===== src/hw/rtl/wfmc_pkg.sv =====
package wfmc_pkg;

  localparam int RANGE_W       = 16;
  localparam int LIN_W         = 9;
  localparam int TURN_W        = 11;
  localparam int MODE_W        = 3;
  localparam int CFG_IDX_W     = 3;
  localparam int CFG_DATA_W    = 23;
  localparam int SCAN_PTS_W    = 13;
  localparam int ANGLE_START_W = 23;
  localparam int ANGLE_STEP_W  = 17;
  localparam int TICK_W        = 16;
  localparam int BEAR_W        = 32;

  // queue between front and back
  localparam int QUEUE_DEPTH = 2;
  localparam int QUEUE_PTR_W = $clog2(QUEUE_DEPTH);
  localparam int QUEUE_CNT_W = $clog2(QUEUE_DEPTH + 1);

  // configuration register indexes
  localparam logic [CFG_IDX_W-1:0] CFG_SCAN_POINTS    = 3'd0;
  localparam logic [CFG_IDX_W-1:0] CFG_ANGLE_START    = 3'd1;
  localparam logic [CFG_IDX_W-1:0] CFG_ANGLE_STEP     = 3'd2;
  localparam logic [CFG_IDX_W-1:0] CFG_RANGE_CEILING  = 3'd3;
  localparam logic [CFG_IDX_W-1:0] CFG_FRONT_STOP     = 3'd4;
  localparam logic [CFG_IDX_W-1:0] CFG_WALL_FAR       = 3'd5;
  localparam logic [CFG_IDX_W-1:0] CFG_WALL_NEAR      = 3'd6;
  localparam logic [CFG_IDX_W-1:0] CFG_MANEUVER_TICKS = 3'd7;

  // mode codes
  localparam logic [MODE_W-1:0] MODE_ORIENT      = 3'd0;
  localparam logic [MODE_W-1:0] MODE_APPROACH    = 3'd1;
  localparam logic [MODE_W-1:0] MODE_ALIGN_START = 3'd2;
  localparam logic [MODE_W-1:0] MODE_ALIGN       = 3'd3;
  localparam logic [MODE_W-1:0] MODE_FOLLOW      = 3'd4;
  localparam logic [MODE_W-1:0] MODE_CORNER      = 3'd5;
  localparam logic [MODE_W-1:0] MODE_GOAL        = 3'd6;

  // orientation tolerance, microradians
  localparam logic signed [BEAR_W-1:0] ORIENT_TOL = 32'sd30000;

  // commands
  localparam logic [LIN_W-1:0]         V_APPROACH = 9'd500;
  localparam logic [LIN_W-1:0]         V_FOLLOW   = 9'd210;
  localparam logic signed [TURN_W-1:0] W_ORIENT   = 11'sd500;
  localparam logic signed [TURN_W-1:0] W_ALIGN    = -11'sd530;
  localparam logic signed [TURN_W-1:0] W_TOWARD   = 11'sd410;
  localparam logic signed [TURN_W-1:0] W_AWAY     = -11'sd410;
  localparam logic signed [TURN_W-1:0] W_CORNER   = -11'sd520;

  // reset values of the configuration registers
  localparam logic [SCAN_PTS_W-1:0]           RST_SCAN_POINTS    = 13'd720;
  localparam logic signed [ANGLE_START_W-1:0] RST_ANGLE_START    = -23'sd1570796;
  localparam logic [ANGLE_STEP_W-1:0]         RST_ANGLE_STEP     = 17'd4363;
  localparam logic [RANGE_W-1:0]              RST_RANGE_CEILING  = 16'd30000;
  localparam logic [RANGE_W-1:0]              RST_FRONT_STOP     = 16'd450;
  localparam logic [RANGE_W-1:0]              RST_WALL_FAR       = 16'd510;
  localparam logic [RANGE_W-1:0]              RST_WALL_NEAR      = 16'd490;
  localparam logic [TICK_W-1:0]               RST_MANEUVER_TICKS = 16'd300;

  typedef struct packed {
    logic [SCAN_PTS_W-1:0]           scan_points;
    logic signed [ANGLE_START_W-1:0] angle_start;
    logic [ANGLE_STEP_W-1:0]         angle_step;
    logic [RANGE_W-1:0]              range_ceiling;
    logic [RANGE_W-1:0]              front_stop;
    logic [RANGE_W-1:0]              wall_far;
    logic [RANGE_W-1:0]              wall_near;
    logic [TICK_W-1:0]               maneuver_ticks;
  } cfg_t;

  // one classified item as it travels through the queue
  typedef struct packed {
    logic               is_tick;
    logic               goal;
    logic               is_first;
    logic               is_mid;
    logic               is_last;
    logic [RANGE_W-1:0] range_mm;
  } item_t;

endpackage


===== src/hw/rtl/wfmc_fifo.sv =====
module wfmc_fifo #(
  parameter int DW = 8
) (
  input  logic          clk,
  input  logic          rst_n,
  input  logic          push,
  input  logic [DW-1:0] push_data,
  output logic          full,
  input  logic          pop,
  output logic          valid,
  output logic [DW-1:0] pop_data
);

  logic [DW-1:0]                       mem_r [wfmc_pkg::QUEUE_DEPTH];
  logic [wfmc_pkg::QUEUE_PTR_W-1:0]    wr_ptr_r, wr_ptr_nxt;
  logic [wfmc_pkg::QUEUE_PTR_W-1:0]    rd_ptr_r, rd_ptr_nxt;
  logic [wfmc_pkg::QUEUE_CNT_W-1:0]    cnt_r, cnt_nxt;
  logic                                do_push, do_pop;

  assign full     = (cnt_r == wfmc_pkg::QUEUE_CNT_W'(wfmc_pkg::QUEUE_DEPTH));
  assign valid    = (cnt_r != '0);
  assign pop_data = mem_r[rd_ptr_r];
  assign do_push  = push & ~full;
  assign do_pop   = pop & valid;

  // depth is a power of two, so pointers wrap by themselves
  always_comb begin
    wr_ptr_nxt = do_push ? wr_ptr_r + 1'b1 : wr_ptr_r;
    rd_ptr_nxt = do_pop ? rd_ptr_r + 1'b1 : rd_ptr_r;
    cnt_nxt    = cnt_r;
    if (do_push && !do_pop) begin
      cnt_nxt = cnt_r + 1'b1;
    end else if (do_pop && !do_push) begin
      cnt_nxt = cnt_r - 1'b1;
    end
  end

  always_ff @(posedge clk) begin
    if (!rst_n) begin
      wr_ptr_r <= '0;
      rd_ptr_r <= '0;
      cnt_r    <= '0;
    end else begin
      wr_ptr_r <= wr_ptr_nxt;
      rd_ptr_r <= rd_ptr_nxt;
      cnt_r    <= cnt_nxt;
    end
  end

  always_ff @(posedge clk) begin
    if (do_push) begin
      mem_r[wr_ptr_r] <= push_data;
    end
  end

endmodule


===== src/hw/rtl/wfmc_front.sv =====
module wfmc_front #(
  parameter int MAX_POINTS = 4096,
  parameter int IDX_W      = 12
) (
  input  logic                                clk,
  input  logic                                rst_n,
  input  logic                                in_valid,
  output logic                                in_ready,
  input  logic                                in_op,
  input  logic [wfmc_pkg::RANGE_W-1:0]        in_range_mm,
  input  logic                                in_goal_visible,
  input  logic [wfmc_pkg::SCAN_PTS_W-1:0]     scan_points,
  input  logic                                q_full,
  output logic                                q_push,
  output wfmc_pkg::item_t                     q_item,
  output logic [IDX_W-1:0]                    q_idx
);

  localparam int NW = $clog2(MAX_POINTS + 1);
  localparam int CW = (NW > wfmc_pkg::SCAN_PTS_W) ? NW : wfmc_pkg::SCAN_PTS_W;
  localparam logic [CW-1:0] MAXP = CW'(MAX_POINTS);

  logic [IDX_W-1:0] idx_r, idx_nxt;
  logic [CW-1:0]    pts_ext, n_eff, last_idx, mid_idx, idx_ext;
  logic             is_last, take_sample;

  // clamp scan length to 2..MAX_POINTS
  always_comb begin
    pts_ext = CW'(scan_points);
    if (pts_ext < CW'(2)) begin
      n_eff = CW'(2);
    end else if (pts_ext > MAXP) begin
      n_eff = MAXP;
    end else begin
      n_eff = pts_ext;
    end
    last_idx = n_eff - CW'(1);
    mid_idx  = n_eff >> 1;
    idx_ext  = CW'(idx_r);
  end

  assign in_ready    = ~q_full;
  assign q_push      = in_valid & in_ready;
  assign take_sample = q_push & ~in_op;
  assign is_last     = (idx_ext >= last_idx);

  always_comb begin
    q_item.is_tick  = in_op;
    q_item.goal     = in_goal_visible;
    q_item.is_first = (idx_r == '0);
    q_item.is_mid   = (idx_ext == mid_idx);
    q_item.is_last  = is_last;
    q_item.range_mm = in_range_mm;
    q_idx           = idx_r;
  end

  // index past the last sample (length lowered mid-scan) still ends the scan
  always_comb begin
    idx_nxt = idx_r;
    if (take_sample) begin
      idx_nxt = is_last ? '0 : idx_r + 1'b1;
    end
  end

  always_ff @(posedge clk) begin
    if (!rst_n) begin
      idx_r <= '0;
    end else begin
      idx_r <= idx_nxt;
    end
  end

endmodule


===== src/hw/rtl/wfmc_back.sv =====
module wfmc_back #(
  parameter int IDX_W = 12
) (
  input  logic                                clk,
  input  logic                                rst_n,
  input  wfmc_pkg::cfg_t                      cfg,
  input  logic                                q_valid,
  input  wfmc_pkg::item_t                     q_item,
  input  logic [IDX_W-1:0]                    q_idx,
  output logic                                q_pop,
  output logic                                out_valid,
  input  logic                                out_ready,
  output logic [wfmc_pkg::LIN_W-1:0]          out_linear_mm_s,
  output logic signed [wfmc_pkg::TURN_W-1:0]  out_turn_mrad_s,
  output logic [wfmc_pkg::MODE_W-1:0]         out_mode
);

  localparam int PROD_W = IDX_W + wfmc_pkg::ANGLE_STEP_W;
  localparam int SUM_W  = PROD_W + 2;

  // scan state
  logic [wfmc_pkg::RANGE_W-1:0]       run_min_r, run_min_nxt;
  logic [IDX_W-1:0]                   min_idx_r, min_idx_nxt;
  logic [wfmc_pkg::RANGE_W-1:0]       front_r, front_nxt;
  logic [wfmc_pkg::RANGE_W-1:0]       left_r, left_nxt;
  logic signed [wfmc_pkg::BEAR_W-1:0] bear_r, bear_nxt;
  // bearing pipeline
  logic                               bidx_v_r;
  logic [IDX_W-1:0]                   bidx_r;
  logic                               prod_v_r;
  logic [PROD_W-1:0]                  prod_r;
  logic signed [SUM_W-1:0]            bear_sum;
  logic signed [wfmc_pkg::BEAR_W-1:0] bear_sat;
  // mode machine
  logic [wfmc_pkg::MODE_W-1:0]        mode_r, mode_nxt, mode_step;
  logic [wfmc_pkg::TICK_W-1:0]        count_r, count_nxt, count_step;
  logic [wfmc_pkg::LIN_W-1:0]         lin_step;
  logic signed [wfmc_pkg::TURN_W-1:0] turn_step;
  logic                               blocked;
  // output register
  logic                               out_valid_r, out_valid_nxt;
  logic [wfmc_pkg::LIN_W-1:0]         out_lin_r;
  logic signed [wfmc_pkg::TURN_W-1:0] out_turn_r;
  logic [wfmc_pkg::MODE_W-1:0]        out_mode_r;
  // control
  logic                               bear_busy, out_free, samp_go, tick_go;
  logic [wfmc_pkg::RANGE_W-1:0]       min_base;
  logic [IDX_W-1:0]                   idx_base;

  assign bear_busy = bidx_v_r | prod_v_r;
  assign out_free  = ~out_valid_r | out_ready;
  // ticks wait for a free output slot and a settled bearing
  assign q_pop     = q_valid & (~q_item.is_tick | (out_free & ~bear_busy));
  assign samp_go   = q_pop & ~q_item.is_tick;
  assign tick_go   = q_pop & q_item.is_tick;

  // running minimum, restarted on the first sample of a scan
  always_comb begin
    min_base    = q_item.is_first ? cfg.range_ceiling : run_min_r;
    idx_base    = q_item.is_first ? '0 : min_idx_r;
    run_min_nxt = run_min_r;
    min_idx_nxt = min_idx_r;
    front_nxt   = front_r;
    left_nxt    = left_r;
    if (samp_go) begin
      run_min_nxt = min_base;
      min_idx_nxt = idx_base;
      if (q_item.range_mm < min_base) begin
        run_min_nxt = q_item.range_mm;
        min_idx_nxt = q_idx;
      end
      if (q_item.is_mid) begin
        front_nxt = q_item.range_mm;
      end
      if (q_item.is_last) begin
        left_nxt = q_item.range_mm;
      end
    end
  end

  assign bear_sum = SUM_W'(cfg.angle_start) + SUM_W'($signed({1'b0, prod_r}));

  generate
    if (SUM_W > wfmc_pkg::BEAR_W) begin : g_sat
      localparam logic signed [SUM_W-1:0] BMAX = SUM_W'(64'sd2147483647);
      // the start value cannot push the sum below the negative limit
      assign bear_sat = (bear_sum > BMAX) ? wfmc_pkg::BEAR_W'(BMAX)
                                          : wfmc_pkg::BEAR_W'(bear_sum);
    end else begin : g_nosat
      assign bear_sat = wfmc_pkg::BEAR_W'(bear_sum);
    end
  endgenerate

  assign bear_nxt = prod_v_r ? bear_sat : bear_r;

  // mode step for one tick
  always_comb begin
    mode_step  = mode_r;
    count_step = count_r;
    lin_step   = '0;
    turn_step  = '0;
    blocked    = (front_r <= cfg.front_stop);
    unique case (mode_r)
      wfmc_pkg::MODE_ORIENT: begin
        if (bear_r > wfmc_pkg::ORIENT_TOL) begin
          turn_step = wfmc_pkg::W_ORIENT;
        end else if (bear_r < -wfmc_pkg::ORIENT_TOL) begin
          turn_step = -wfmc_pkg::W_ORIENT;
        end else begin
          mode_step = wfmc_pkg::MODE_APPROACH;
        end
      end
      wfmc_pkg::MODE_APPROACH: begin
        if (!blocked) begin
          lin_step = wfmc_pkg::V_APPROACH;
        end else begin
          mode_step = wfmc_pkg::MODE_ALIGN_START;
        end
      end
      wfmc_pkg::MODE_ALIGN_START: begin
        count_step = '0;
        mode_step  = wfmc_pkg::MODE_ALIGN;
      end
      wfmc_pkg::MODE_ALIGN, wfmc_pkg::MODE_CORNER: begin
        if (count_r < cfg.maneuver_ticks) begin
          turn_step  = (mode_r == wfmc_pkg::MODE_ALIGN) ? wfmc_pkg::W_ALIGN
                                                         : wfmc_pkg::W_CORNER;
          count_step = count_r + 1'b1;
        end else begin
          mode_step = wfmc_pkg::MODE_FOLLOW;
        end
      end
      wfmc_pkg::MODE_FOLLOW: begin
        if (q_item.goal) begin
          mode_step = wfmc_pkg::MODE_GOAL;
        end else begin
          lin_step = blocked ? '0 : wfmc_pkg::V_FOLLOW;
          if (left_r >= cfg.wall_far) begin
            turn_step = wfmc_pkg::W_TOWARD;
          end else if (left_r <= cfg.wall_near) begin
            turn_step = wfmc_pkg::W_AWAY;
          end else if (blocked) begin
            mode_step  = wfmc_pkg::MODE_CORNER;
            count_step = '0;
          end
        end
      end
      wfmc_pkg::MODE_GOAL: begin
        mode_step = mode_r;
      end
      default: begin
        mode_step = wfmc_pkg::MODE_ORIENT;
      end
    endcase
  end

  assign mode_nxt  = tick_go ? mode_step : mode_r;
  assign count_nxt = tick_go ? count_step : count_r;

  always_comb begin
    out_valid_nxt = out_valid_r;
    if (tick_go) begin
      out_valid_nxt = 1'b1;
    end else if (out_ready) begin
      out_valid_nxt = 1'b0;
    end
  end

  always_ff @(posedge clk) begin
    if (!rst_n) begin
      run_min_r   <= '0;
      min_idx_r   <= '0;
      front_r     <= '0;
      left_r      <= '0;
      bear_r      <= '0;
      bidx_v_r    <= 1'b0;
      prod_v_r    <= 1'b0;
      mode_r      <= wfmc_pkg::MODE_ORIENT;
      count_r     <= '0;
      out_valid_r <= 1'b0;
    end else begin
      run_min_r   <= run_min_nxt;
      min_idx_r   <= min_idx_nxt;
      front_r     <= front_nxt;
      left_r      <= left_nxt;
      bear_r      <= bear_nxt;
      bidx_v_r    <= samp_go & q_item.is_last;
      prod_v_r    <= bidx_v_r;
      mode_r      <= mode_nxt;
      count_r     <= count_nxt;
      out_valid_r <= out_valid_nxt;
    end
  end

  always_ff @(posedge clk) begin
    bidx_r <= min_idx_nxt;
    prod_r <= bidx_r * cfg.angle_step;
    if (tick_go) begin
      out_lin_r  <= lin_step;
      out_turn_r <= turn_step;
      out_mode_r <= mode_step;
    end
  end

  assign out_valid       = out_valid_r;
  assign out_linear_mm_s = out_lin_r;
  assign out_turn_mrad_s = out_turn_r;
  assign out_mode        = out_mode_r;

endmodule


===== src/hw/rtl/wall_follow_mode_controller_core.sv =====
// channel  | direction | handshake           | payload
// ---------+-----------+---------------------+-----------------------------------------
// in_      | input     | in_valid / in_ready | in_op, in_range_mm, in_goal_visible
// out_     | output    | out_valid/out_ready | out_linear_mm_s, out_turn_mrad_s, out_mode
// cfg_     | input     | cfg_we              | cfg_index, cfg_wdata
//
// one item per cycle unless a tick waits; a tick's result is registered when it is popped
// a tick right behind the last sample of a scan waits while the
//   bearing multiply and saturating add settle the minimum's bearing
// rst_n is synchronous, active low; no clearing pass, the block is ready right after reset
// samples keep draining while a result waits on out_ready; a second tick stops at the
//   queue head and the two-entry queue then fills, which drops in_ready

module wall_follow_mode_controller_core #(
  parameter int MAX_POINTS = 4096
) (
  input  logic                                 clk,
  input  logic                                 rst_n,
  // input items
  input  logic                                 in_valid,
  output logic                                 in_ready,
  input  logic                                 in_op,
  input  logic [wfmc_pkg::RANGE_W-1:0]         in_range_mm,
  input  logic                                 in_goal_visible,
  // results
  output logic                                 out_valid,
  input  logic                                 out_ready,
  output logic [wfmc_pkg::LIN_W-1:0]           out_linear_mm_s,
  output logic signed [wfmc_pkg::TURN_W-1:0]   out_turn_mrad_s,
  output logic [wfmc_pkg::MODE_W-1:0]          out_mode,
  // configuration writes
  input  logic                                 cfg_we,
  input  logic [wfmc_pkg::CFG_IDX_W-1:0]       cfg_index,
  input  logic [wfmc_pkg::CFG_DATA_W-1:0]      cfg_wdata
);

  // sample index holds 0..MAX_POINTS-1
  localparam int IDX_W = (MAX_POINTS > 2) ? $clog2(MAX_POINTS) : 1;
  localparam int QW    = $bits(wfmc_pkg::item_t) + IDX_W;

  wfmc_pkg::cfg_t   cfg_r;

  // front to queue
  logic             q_push, q_full;
  wfmc_pkg::item_t  f_item;
  logic [IDX_W-1:0] f_idx;

  // queue to back
  logic             q_valid, q_pop;
  logic [QW-1:0]    q_data;
  wfmc_pkg::item_t  b_item;
  logic [IDX_W-1:0] b_idx;

  // configuration regs, one at a time; user writes only while block is idle, unenforced
  always_ff @(posedge clk) begin
    if (!rst_n) begin
      cfg_r.scan_points    <= wfmc_pkg::RST_SCAN_POINTS;
      cfg_r.angle_start    <= wfmc_pkg::RST_ANGLE_START;
      cfg_r.angle_step     <= wfmc_pkg::RST_ANGLE_STEP;
      cfg_r.range_ceiling  <= wfmc_pkg::RST_RANGE_CEILING;
      cfg_r.front_stop     <= wfmc_pkg::RST_FRONT_STOP;
      cfg_r.wall_far       <= wfmc_pkg::RST_WALL_FAR;
      cfg_r.wall_near      <= wfmc_pkg::RST_WALL_NEAR;
      cfg_r.maneuver_ticks <= wfmc_pkg::RST_MANEUVER_TICKS;
    end else if (cfg_we) begin
      unique case (cfg_index)
        wfmc_pkg::CFG_SCAN_POINTS: begin
          cfg_r.scan_points <= cfg_wdata[wfmc_pkg::SCAN_PTS_W-1:0];
        end
        wfmc_pkg::CFG_ANGLE_START: begin
          cfg_r.angle_start <= $signed(cfg_wdata[wfmc_pkg::ANGLE_START_W-1:0]);
        end
        wfmc_pkg::CFG_ANGLE_STEP: begin
          cfg_r.angle_step <= cfg_wdata[wfmc_pkg::ANGLE_STEP_W-1:0];
        end
        wfmc_pkg::CFG_RANGE_CEILING: begin
          cfg_r.range_ceiling <= cfg_wdata[wfmc_pkg::RANGE_W-1:0];
        end
        wfmc_pkg::CFG_FRONT_STOP: begin
          cfg_r.front_stop <= cfg_wdata[wfmc_pkg::RANGE_W-1:0];
        end
        wfmc_pkg::CFG_WALL_FAR: begin
          cfg_r.wall_far <= cfg_wdata[wfmc_pkg::RANGE_W-1:0];
        end
        wfmc_pkg::CFG_WALL_NEAR: begin
          cfg_r.wall_near <= cfg_wdata[wfmc_pkg::RANGE_W-1:0];
        end
        wfmc_pkg::CFG_MANEUVER_TICKS: begin
          cfg_r.maneuver_ticks <= cfg_wdata[wfmc_pkg::TICK_W-1:0];
        end
      endcase
    end
  end

  // front: takes items, counts samples and tags first, middle and last
  wfmc_front #(
    .MAX_POINTS (MAX_POINTS),
    .IDX_W      (IDX_W)
  ) u_front (
    .clk             (clk),
    .rst_n           (rst_n),
    .in_valid        (in_valid),
    .in_ready        (in_ready),
    .in_op           (in_op),
    .in_range_mm     (in_range_mm),
    .in_goal_visible (in_goal_visible),
    .scan_points     (cfg_r.scan_points),
    .q_full          (q_full),
    .q_push          (q_push),
    .q_item          (f_item),
    .q_idx           (f_idx)
  );

  // short in-order queue so front and back stall independently
  wfmc_fifo #(
    .DW (QW)
  ) u_queue (
    .clk       (clk),
    .rst_n     (rst_n),
    .push      (q_push),
    .push_data ({f_item, f_idx}),
    .full      (q_full),
    .pop       (q_pop),
    .valid     (q_valid),
    .pop_data  (q_data)
  );

  assign b_item = q_data[QW-1:IDX_W];
  assign b_idx  = q_data[IDX_W-1:0];

  // back: minimum tracking, bearing pipeline, mode machine and result register
  wfmc_back #(
    .IDX_W (IDX_W)
  ) u_back (
    .clk             (clk),
    .rst_n           (rst_n),
    .cfg             (cfg_r),
    .q_valid         (q_valid),
    .q_item          (b_item),
    .q_idx           (b_idx),
    .q_pop           (q_pop),
    .out_valid       (out_valid),
    .out_ready       (out_ready),
    .out_linear_mm_s (out_linear_mm_s),
    .out_turn_mrad_s (out_turn_mrad_s),
    .out_mode        (out_mode)
  );

endmodule


===== config.mk =====
export PLATFORM = sky130hd
export DESIGN_NAME = wall_follow_mode_controller_core
export DESIGN_NICKNAME = d
export VERILOG_FILES = /design/src/hw/rtl/wfmc_pkg.sv /design/src/hw/rtl/wfmc_fifo.sv /design/src/hw/rtl/wfmc_front.sv /design/src/hw/rtl/wfmc_back.sv /design/src/hw/rtl/wall_follow_mode_controller_core.sv
export SDC_FILE = /design/constraint.sdc
export NUM_CORES = 1
export LEC_CHECK = 0
export ABC_CLOCK_PERIOD_IN_PS = 6600
export BUFFER_PORTS_ARGS = -buffer_cell sky130_fd_sc_hd__clkbuf_2
export CAP_MARGIN = 25
export CORE_UTILIZATION = 45
export DETAILED_ROUTE_END_ITERATION = 16
export GPL_TIMING_DRIVEN = 1
export HOLD_SLACK_MARGIN = 0.08
export SYNTH_ARGS = -nofsm -noshare
export SYNTH_HDL_FRONTEND = slang
export SYNTH_HIERARCHICAL = 1
export SYNTH_SLANG_ARGS = --single-unit

===== constraint.sdc =====
create_clock -name clk -period 6.6 [get_ports clk]
set_input_delay 0.66 -clock clk [delete_from_list [all_inputs] [get_ports clk]]
set_output_delay 0.66 -clock clk [all_outputs]
set_load 0.1 [all_outputs]

==> flow_summary.json, run 1 <==
{
  "cts.repair.resized": 0,
  "layout_worst_path_cycle_share": 0.885,
  "number_of_buffers_added_by_the_clock_tree_synthesis_step": 44,
  "final_period_minus_worst_setup_slack_ns": 5.84,
  "worst_slew_pin_slew_ns": 0.986,
  "final_hold_viol_count": 0,
  "clkTransAtPathRegs_ns": 0.06,
  "crit_path_cell_trace": "nand2_1 > fa_1 > inv_1 > fa_1 > fa_1 > fa_1 > inv_1 > fa_1 > inv_1 > ha_1 > a211o_1 > or4_1 > o31ai_1 > a21oi_1 > a41oi_1 > nand2b_1 > a21oi_1 > xnor2_1",
  "report.power.total_mw": 8.94,
  "grt_use_total": 0.217,
  "core_area_sq_um": 56300,
  "finalClockSkew_ns": 0.0359,
  "min_path_type": "in2reg",
  "worstReg2RegEnd": "u_back/prod_r[25]$_DFF_P_",
  "cts.path.max_buffers": 3,
  "ant_nets": 0,
  "ir_drop_uv": 326,
  "antenna-diode-count": 0,
  "dp_hpwl_um": 45900,
  "cts_hold_buf": 0,
  "area_delta_synth_final_pct": 8.87,
  "final_design_area_no_fill_sq_um": 27900,
  "timing.max_slew.rel_slack": 0.343,
  "root_buffer": "sky130_fd_sc_hd__clkbuf_16",
  "timing.critical_path.mode_cell": "sky130_fd_sc_hd__fa_1",
  "routed_wire_length_per_instance_um": 17.6,
  "critical_path.max_stage_delay_ns": 0.78,
  "synth_sequential_area_ratio": 0.332,
  "route.detailed.vias_per_inst": 5.32,
  "cpMaxStageDelayCell": "sky130_fd_sc_hd__dfxtp_1",
  "max_freq_ghz": 0.171,
  "ys_async_sr_fraction": 0,
  "synth.top_cells.by_area": "sky130_fd_sc_hd__dfxtp_1, sky130_fd_sc_hd__fa_1, sky130_fd_sc_hd__edfxtp_1",
  "reg2regPathDepth": 18,
  "hp-start": "in_range_mm[5]",
  "synth_seq_cells": 384,
  "setup.worst_path.start_class": "register",
  "setup_viol_count_final": 0,
  "stdcell_count": 3521,
  "yosysTopAreaCellShare": 0.238,
  "die_width_um": 241,
  "filler_cell_count": 5300,
  "syn_inst": 2753,
  "slew_limit_fails": 0,
  "synth_area_leader_cell": "sky130_fd_sc_hd__dfxtp_1",
  "synth.lib_cells_used.distinct": 97,
  "gp_congestion": 0.877,
  "place_worst_setup_slack_ns": 0.857,
  "final_hold_slack_ns": 0.266,
  "placement.cell_area_sq_um": 26300,
  "min_delay_path_depth": 1,
  "post-route-drc-count": 0,
  "result_of_the_run": "finished, final reports clean",
  "htree_levels": 2,
  "timing_worst_setup_path_type": "reg2reg",
  "ios": 74,
  "number_of_nets_in_the_final_layout": 3123,
  "synth_warnings": 6,
  "dr.first_iter.drc_count": 1105,
  "drtPass1Iterations": 5,
  "synth_area_sq_um": 25600,
  "hold_path_end": "u_queue/mem_r[1][17]$_DFFE_PP_",
  "rsz0062_at_grt": "no",
  "timing.setup.tns_ns": 0,
  "post_synth.cell_area_avg_sq_um": 9.30,
  "critical_path_peak_fanout": 17,
  "drive_gt1_frac": 0.0850,
  "grt_antenna_before_repair": 2,
  "grt_max_degree": 136,
  "cts_tree": "yes",
  "maxCapViolCount": 0,
  "worst_ep_required_time_ns": 7.09,
  "cts.sink_count": 384,
  "synth_enable_flop_cells": 80,
  "place.detailed.instances": 3441,
  "cp-end-kind": "register",
  "final.setup.worst_slack_ns": 0.758,
  "synthFlopType": "sky130_fd_sc_hd__dfxtp_1",
  "grt_pass1_vias": 18500,
  "cp_data_arrival_time_ns": 6.33,
  "initial_utilization": 0.455,
  "crit-reg2reg-launch": "u_back/bidx_r[8]$_DFF_P_",
  "buffer_ports.inserted": 70,
  "row_count": 87,
  "grt_pass1_wl_um": 99300,
  "grt-ovfl-total": 0,
  "finalWirelength_um": 62100,
  "r2r_slack_ns": 0.76,
  "die_area_sq_um": 57900,
  "vias": 18700,
  "leakagePower_nw": 12.6,
  "clock_insertion_delay_worst_skew_ns": 0.60,
  "fp.dieH_um": 241,
  "power.density_cell_area_nw_per_um2": 321,
  "final_core_utilization": 0.495,
  "post_cts_buffers": 0
}
==> synth_stat cells (all sizes together) (21+ instances only) <==
master,count
nor3,21
mux2i,162
ha,192
nand4,24
xnor2,55
nor2,105
mux2,36
a21o,23
buf,70
and2,83
and3,29
o21ai,77
clkbuf,89
nand2,419
inv,294
nand3,41
fa,151
dfxtp,304
edfxtp,80
nor2b,82
a21oi,129
==> cells in the final DEF, fill, tap and decap left out, types with 8 or more instances in the layout <==
| master | count |
|---|---|
| sky130_fd_sc_hd__nand2_1 | 419 |
| sky130_fd_sc_hd__dfxtp_1 | 304 |
| sky130_fd_sc_hd__inv_1 | 292 |
| sky130_fd_sc_hd__ha_1 | 192 |
| sky130_fd_sc_hd__mux2i_1 | 162 |
| sky130_fd_sc_hd__fa_1 | 151 |
| sky130_fd_sc_hd__a21oi_1 | 129 |
| sky130_fd_sc_hd__nor2_1 | 103 |
| sky130_fd_sc_hd__and2_1 | 83 |
| sky130_fd_sc_hd__nor2b_1 | 82 |
| sky130_fd_sc_hd__edfxtp_1 | 80 |
| sky130_fd_sc_hd__clkbuf_2 | 69 |
| sky130_fd_sc_hd__o21ai_0 | 59 |
| sky130_fd_sc_hd__xnor2_1 | 55 |
| sky130_fd_sc_hd__clkbuf_16 | 45 |
| sky130_fd_sc_hd__nand3_1 | 41 |
| sky130_fd_sc_hd__mux2_2 | 34 |
| sky130_fd_sc_hd__and3_1 | 29 |
| sky130_fd_sc_hd__nand4_1 | 23 |
| sky130_fd_sc_hd__a21o_1 | 22 |
| sky130_fd_sc_hd__xor2_1 | 19 |
| sky130_fd_sc_hd__a211oi_1 | 18 |
| sky130_fd_sc_hd__nor3_1 | 17 |
| sky130_fd_sc_hd__o21a_1 | 17 |
| sky130_fd_sc_hd__nand2b_1 | 16 |
| sky130_fd_sc_hd__o22ai_1 | 16 |
| sky130_fd_sc_hd__buf_4 | 15 |
| sky130_fd_sc_hd__o21ai_1 | 15 |
| sky130_fd_sc_hd__or2_0 | 15 |
| sky130_fd_sc_hd__a41o_1 | 15 |
| sky130_fd_sc_hd__a22o_1 | 13 |
| sky130_fd_sc_hd__a31oi_1 | 9 |
| sky130_fd_sc_hd__nor4_1 | 8 |
| sky130_fd_sc_hd__o211ai_1 | 8 |
| sky130_fd_sc_hd__o21bai_1 | 8 |
| sky130_fd_sc_hd__nor4_2 | 8 |
==> cell families (layout without fill, tap and decap cells) <==
| kind of cell | Yosys count | after routing | synth area share |
|---|---|---|---|
| and+or+nand+nor | 904 | 904 | 0.176 |
| adders and majority gates | 343 | 343 | 0.212 |
| AOI/OAI and AO/OA | 396 | 396 | 0.102 |
| muxes | 198 | 198 | 0.0792 |
| xor gates and xnor gates | 74 | 74 | 0.0253 |
| DFF | 384 | 384 | 0.332 |
| buffers and inverters | 453 | 463 | 0.0745 |
| other | 1 | 3 | 0.000146 |
==> routing by layer <==
metal  track usage  part of all wire
met5             0           0.00021
met4        0.0544             0.017
met3        0.0275             0.044
met2         0.344              0.45
met1         0.314              0.49
==> worst max-delay path: cells and delay by family, from the launching register on <==
family	cells	cell delay, ns
adders and majority gates	6	3.00
DFF	1	0.78
and+or+nand+nor	3	0.66
buffers and inverters	3	0.14
xor gates and xnor gates	1	0.13
AOI/OAI and AO/OA	5	1.04
==> sequential cells by signal, summed over array words and instances (netlist names), 3 cells and up, named ones only <==
signal / cells
cfg_r: 133
u_back/bear_r: 31
u_back/bidx_r: 12
u_back/count_r: 16
u_back/front_r: 16
u_back/left_r: 16
u_back/min_idx_r: 12
u_back/mode_r: 3
u_back/out_linear_mm_s: 3
u_back/out_mode: 3
u_back/out_turn_mrad_s: 8
u_back/prod_r: 29
u_back/run_min_r: 16
u_front/q_idx: 12
u_queue/mem_r: 66
==> final cells by class <==
cell class                      count  area [sq um]  share of cell area
Sequential cell                   384          8490               0.305
Clock buffer                       58          1230              0.0443
Clock inverter                     22           320              0.0115
Inverter                          294          1100              0.0396
Multi-Input combinational cell   1918         15300               0.547
Tap cell                          756           946              0.0339
Timing Repair Buffer               89           531              0.0190
==> how the worst max path moves through the flow <==
stage                           endpoint                     start  slack, ns
2_1_floorplan  u_back/prod_r[25]$_DFF_P_  u_back/bidx_r[5]$_DFF_P_       1.19
3_3_place_gp   u_back/prod_r[25]$_DFF_P_  u_back/bidx_r[8]$_DFF_P_       0.86
3_5_place_dp   u_back/prod_r[25]$_DFF_P_  u_back/bidx_r[8]$_DFF_P_       0.86
4_1_cts        u_back/prod_r[25]$_DFF_P_  u_back/bidx_r[8]$_DFF_P_       0.81
5_1_grt        u_back/prod_r[25]$_DFF_P_  u_back/bidx_r[8]$_DFF_P_       0.42
6_report       u_back/prod_r[25]$_DFF_P_  u_back/bidx_r[8]$_DFF_P_       0.76
==> where the power goes <==
part / internal (mW) / switching [mW]
Combinational: 1.21 / 2.09
Clock: 1.60 / 1.02
Sequential: 2.74 / 0.279
Total: 5.55 / 3.39
No activity file was read; power rests on OpenSTA's default activity.
==> run 2: changes to the inputs <==
--- a/config.mk
+++ b/config.mk
@@ -14,5 +14,4 @@
 export HOLD_SLACK_MARGIN = 0.08
 export SYNTH_ARGS = -nofsm -noshare
 export SYNTH_HDL_FRONTEND = slang
-export SYNTH_HIERARCHICAL = 1
 export SYNTH_SLANG_ARGS = --single-unit
==> run 2 against run 1 <==
  * Via count grew 0.77%
  * Hold slack got worse by 0.031 ns
  * Core utilization increased by 0.62 points
  * Clock power decreased by 3%
  * Cell count is 0.43% higher
  * Cell area is 3.2% lower
  * First-iteration DRC count grew 5.9%
  * Register-to-register slack worse by 0.20 ns
  * Clock-buffer cell count increased by 4
  * Critical path depth grew 1
  * Flip-flop and latch count unchanged
  * Critical endpoint is now u_back.prod_r[27]$_DFF_P_
  * Highest routed layer is now met4
==> flow_summary.json, run 2 <==
{
  "combinational_family_with_the_most_area_after_synthesis": "adder cells",
  "grt-ovfl-total": 0,
  "cts.repair.resized": 0,
  "hp-start": "in_range_mm[1]",
  "synthFlopType": "sky130_fd_sc_hd__dfxtp_1",
  "layout_worst_path_cycle_share": 0.915,
  "grt_pass1_vias": 18800,
  "critical_path_peak_fanout": 17,
  "combinationalPowerShare": 0.344,
  "synth-adder-area-share": 0.221,
  "intPower_mw": 5.24,
  "cts_tree": "yes",
  "dr.first_iter.drc_count": 1170,
  "ir_drop_uv": 275,
  "mostFrequentLayoutCell": "sky130_fd_sc_hd__nand2_1",
  "dp_hpwl_um": 46200,
  "synth_warnings": 0,
  "clkTransAtPathRegs_ns": 0.06,
  "result_of_the_run": "finished, final reports clean",
  "syn_inst": 2803,
  "grt_pass1_wl_um": 100000,
  "crit-reg2reg-launch": "u_back.bidx_r[6]$_DFF_P_",
  "stdcell_count": 3536,
  "routed_wire_length_per_instance_um": 17.5,
  "r2r_slack_ns": 0.56,
  "place.detailed.instances": 3454,
  "die_width_um": 236,
  "maxCapViolCount": 0,
  "core_area_sq_um": 53800,
  "number_of_nets_in_the_final_layout": 3196,
  "post_synth.cell_area_avg_sq_um": 8.76,
  "cts.path.max_buffers": 3,
  "cts_hold_buf": 0,
  "reg2regPathDepth": 19,
  "fp.dieH_um": 236,
  "synth_simple_gate_area_frac": 0.184,
  "post_cts_buffers": 0,
  "grt_max_degree": 111,
  "regMostFlops": "cfg_r",
  "clock_insertion_delay_worst_skew_ns": 0.61,
  "max_freq_ghz": 0.166,
  "cts.sink_count": 384,
  "yosysTopAreaCellShare": 0.248,
  "finalClockSkew_ns": 0.0546,
  "min_path_type": "in2reg",
  "worst_slew_pin_slew_ns": 0.957,
  "ios": 74,
  "grt_antenna_before_repair": 0,
  "final_hold_viol_count": 0,
  "number_of_buffers_added_by_the_clock_tree_synthesis_step": 44,
  "compound_gate_fraction_of_synth_area": 0.123,
  "timing.max_slew.rel_slack": 0.355,
  "route.detailed.vias_per_inst": 5.34,
  "gp_congestion": 0.910,
  "final_period_minus_worst_setup_slack_ns": 6.04,
  "synth_sequential_area_ratio": 0.346,
  "post-route-drc-count": 0,
  "cp-end-kind": "register",
  "leakagePower_nw": 11.8,
  "area_delta_synth_final_pct": 9.97,
  "synth-xor-area-share": 0.0264,
  "power.density_cell_area_nw_per_um2": 309,
  "cp_data_arrival_time_ns": 6.52,
  "worst_setup_path_endpoint": "u_back.prod_r[27]$_DFF_P_",
  "row_count": 85,
  "grt_use_total": 0.226,
  "final_hold_slack_ns": 0.235,
  "timing_worst_setup_path_type": "reg2reg",
  "ys_top_cells_by_count": "sky130_fd_sc_hd__nand2_1, sky130_fd_sc_hd__inv_1, sky130_fd_sc_hd__dfxtp_1, sky130_fd_sc_hd__a21oi_1, sky130_fd_sc_hd__ha_1",
  "buffer_ports.inserted": 70,
  "seq_power_share": 0.353,
  "largest_register_ff_count": 133,
  "crit_start": "u_back.bidx_r[6]$_DFF_P_",
  "synth_enable_flop_cells": 80,
  "initial_utilization": 0.456,
  "final_core_utilization": 0.502,
  "rsz0062_at_grt": "no",
  "largestRegisters": "cfg_r x133, u_queue.mem_r x66, u_back.bear_r x31",
  "sw_frac_of_total": 0.373,
  "synth.top_cells.by_area": "sky130_fd_sc_hd__dfxtp_1, sky130_fd_sc_hd__fa_1, sky130_fd_sc_hd__edfxtp_1",
  "synth_area_sq_um": 24500,
  "root_buffer": "sky130_fd_sc_hd__clkbuf_16",
  "synth_area_leader_cell": "sky130_fd_sc_hd__dfxtp_1",
  "clkPwrFrac": 0.303,
  "muxShareOfSynthArea": 0.0276,
  "vias": 18900,
  "drive_gt1_frac": 0.0704,
  "worst_ep_required_time_ns": 7.08,
  "synth.lib_cells_used.distinct": 81,
  "ant_nets": 0,
  "post-synth-top-count-cell": "sky130_fd_sc_hd__nand2_1",
  "worstReg2RegEnd": "u_back.prod_r[27]$_DFF_P_",
  "most-common-layout-cells": "sky130_fd_sc_hd__nand2_1, sky130_fd_sc_hd__inv_1, sky130_fd_sc_hd__dfxtp_1, sky130_fd_sc_hd__a21oi_1, sky130_fd_sc_hd__ha_1",
  "total_switching_power_mw": 3.11,
  "drtPass1Iterations": 7,
  "finalWirelength_um": 61900,
  "synth_seq_cells": 384,
  "setup.worst_path.start_class": "register",
  "htree_levels": 2,
  "ys_async_sr_fraction": 0,
  "setup_viol_count_final": 0,
  "die_area_sq_um": 55500,
  "report.power.total_mw": 8.35,
  "timing.setup.tns_ns": 0,
  "slew_limit_fails": 0
}
==> run 2: cell type report <==
class / instances / area (sq um)
Inverter: 306 / 1150
Clock buffer: 62 / 1220
Timing Repair Buffer: 101 / 626
Clock inverter: 19 / 313
Sequential cell: 384 / 8490
Tap cell: 696 / 871
Multi-Input combinational cell: 1967 / 14300
Antenna cell: 1 / 2.50
Fill cell: 5056 / 26800
==> run 2: worst min path at each step <==
stage	end	slack, ns	cells after the start
6_report	u_queue.mem_r[1][13]$_DFFE_PP_	0.24	1
5_1_grt	u_queue.mem_r[0][20]$_DFFE_PP_	0.22	1
4_1_cts	u_queue.mem_r[1][13]$_DFFE_PP_	0.20	1
3_5_place_dp	u_back.bidx_r[6]$_DFF_P_	0.43	2
3_3_place_gp	u_back.bidx_r[1]$_DFF_P_	0.42	2
2_1_floorplan	u_back.bidx_r[10]$_DFF_P_	0.41	2
==> run 2: per-stage QoR <==
step,cell area [sq um],worst slack (ns)
6_report,27000,0.559
5_1_grt,27000,0.0868
4_1_cts,27000,0.535
3_5_place_dp,25500,0.594
3_3_place_gp,25400,0.645
2_1_floorplan,24600,0.949
==> run 2: kinds of logic (layout without fill, tap and decap cells) <==
logic type | count (synthesis) | count (layout)
mux | 66 | 66
buf+inv | 454 | 488
flops | 384 | 384
compound gates | 481 | 481
xor+xnor | 74 | 74
fa+ha+maj | 343 | 343
simple gates | 1000 | 1000
other cells | 1 | 4
==> run 2: power groups by stage <==
stage / logic (mW) / clock network, mW / registers, mW
2_1_floorplan: 2.09 / 0 / 3.04
3_3_place_gp: 2.81 / 0 / 2.98
3_5_place_dp: 2.87 / 0 / 3.00
4_1_cts: 2.90 / 2.59 / 2.95
5_1_grt: 3.25 / 2.68 / 2.98
6_report: 2.87 / 2.53 / 2.95
==> run 2: per-layer routing <==
metal | GRT usage | vias to the layer above | share of wire
li1 | - | 9310 | -
met1 | 0.316 | 9026 | 0.48
met2 | 0.363 | 446 | 0.45
met3 | 0.0283 | 89 | 0.050
met4 | 0.0697 | 0 | 0.025
met5 | 0 | - | 0
==> run 2: worst max-delay path, stage by stage, from the launching register on <==
cell and delay (ns):
sky130_fd_sc_hd__dfxtp_1 0.74, sky130_fd_sc_hd__nand2_1 0.15, sky130_fd_sc_hd__fa_1 0.50, sky130_fd_sc_hd__inv_1 0.05, sky130_fd_sc_hd__fa_1 0.47, sky130_fd_sc_hd__fa_1 0.53
sky130_fd_sc_hd__fa_1 0.55, sky130_fd_sc_hd__inv_1 0.05, sky130_fd_sc_hd__fa_1 0.53, sky130_fd_sc_hd__inv_1 0.04, sky130_fd_sc_hd__ha_1 0.36, sky130_fd_sc_hd__a22o_1 0.23
sky130_fd_sc_hd__o41ai_1 0.35, sky130_fd_sc_hd__a21oi_1 0.18, sky130_fd_sc_hd__o31ai_1 0.40, sky130_fd_sc_hd__o21bai_1 0.17, sky130_fd_sc_hd__nor3_1 0.21, sky130_fd_sc_hd__o21bai_1 0.10
sky130_fd_sc_hd__a21oi_1 0.17, sky130_fd_sc_hd__xnor2_1 0.15
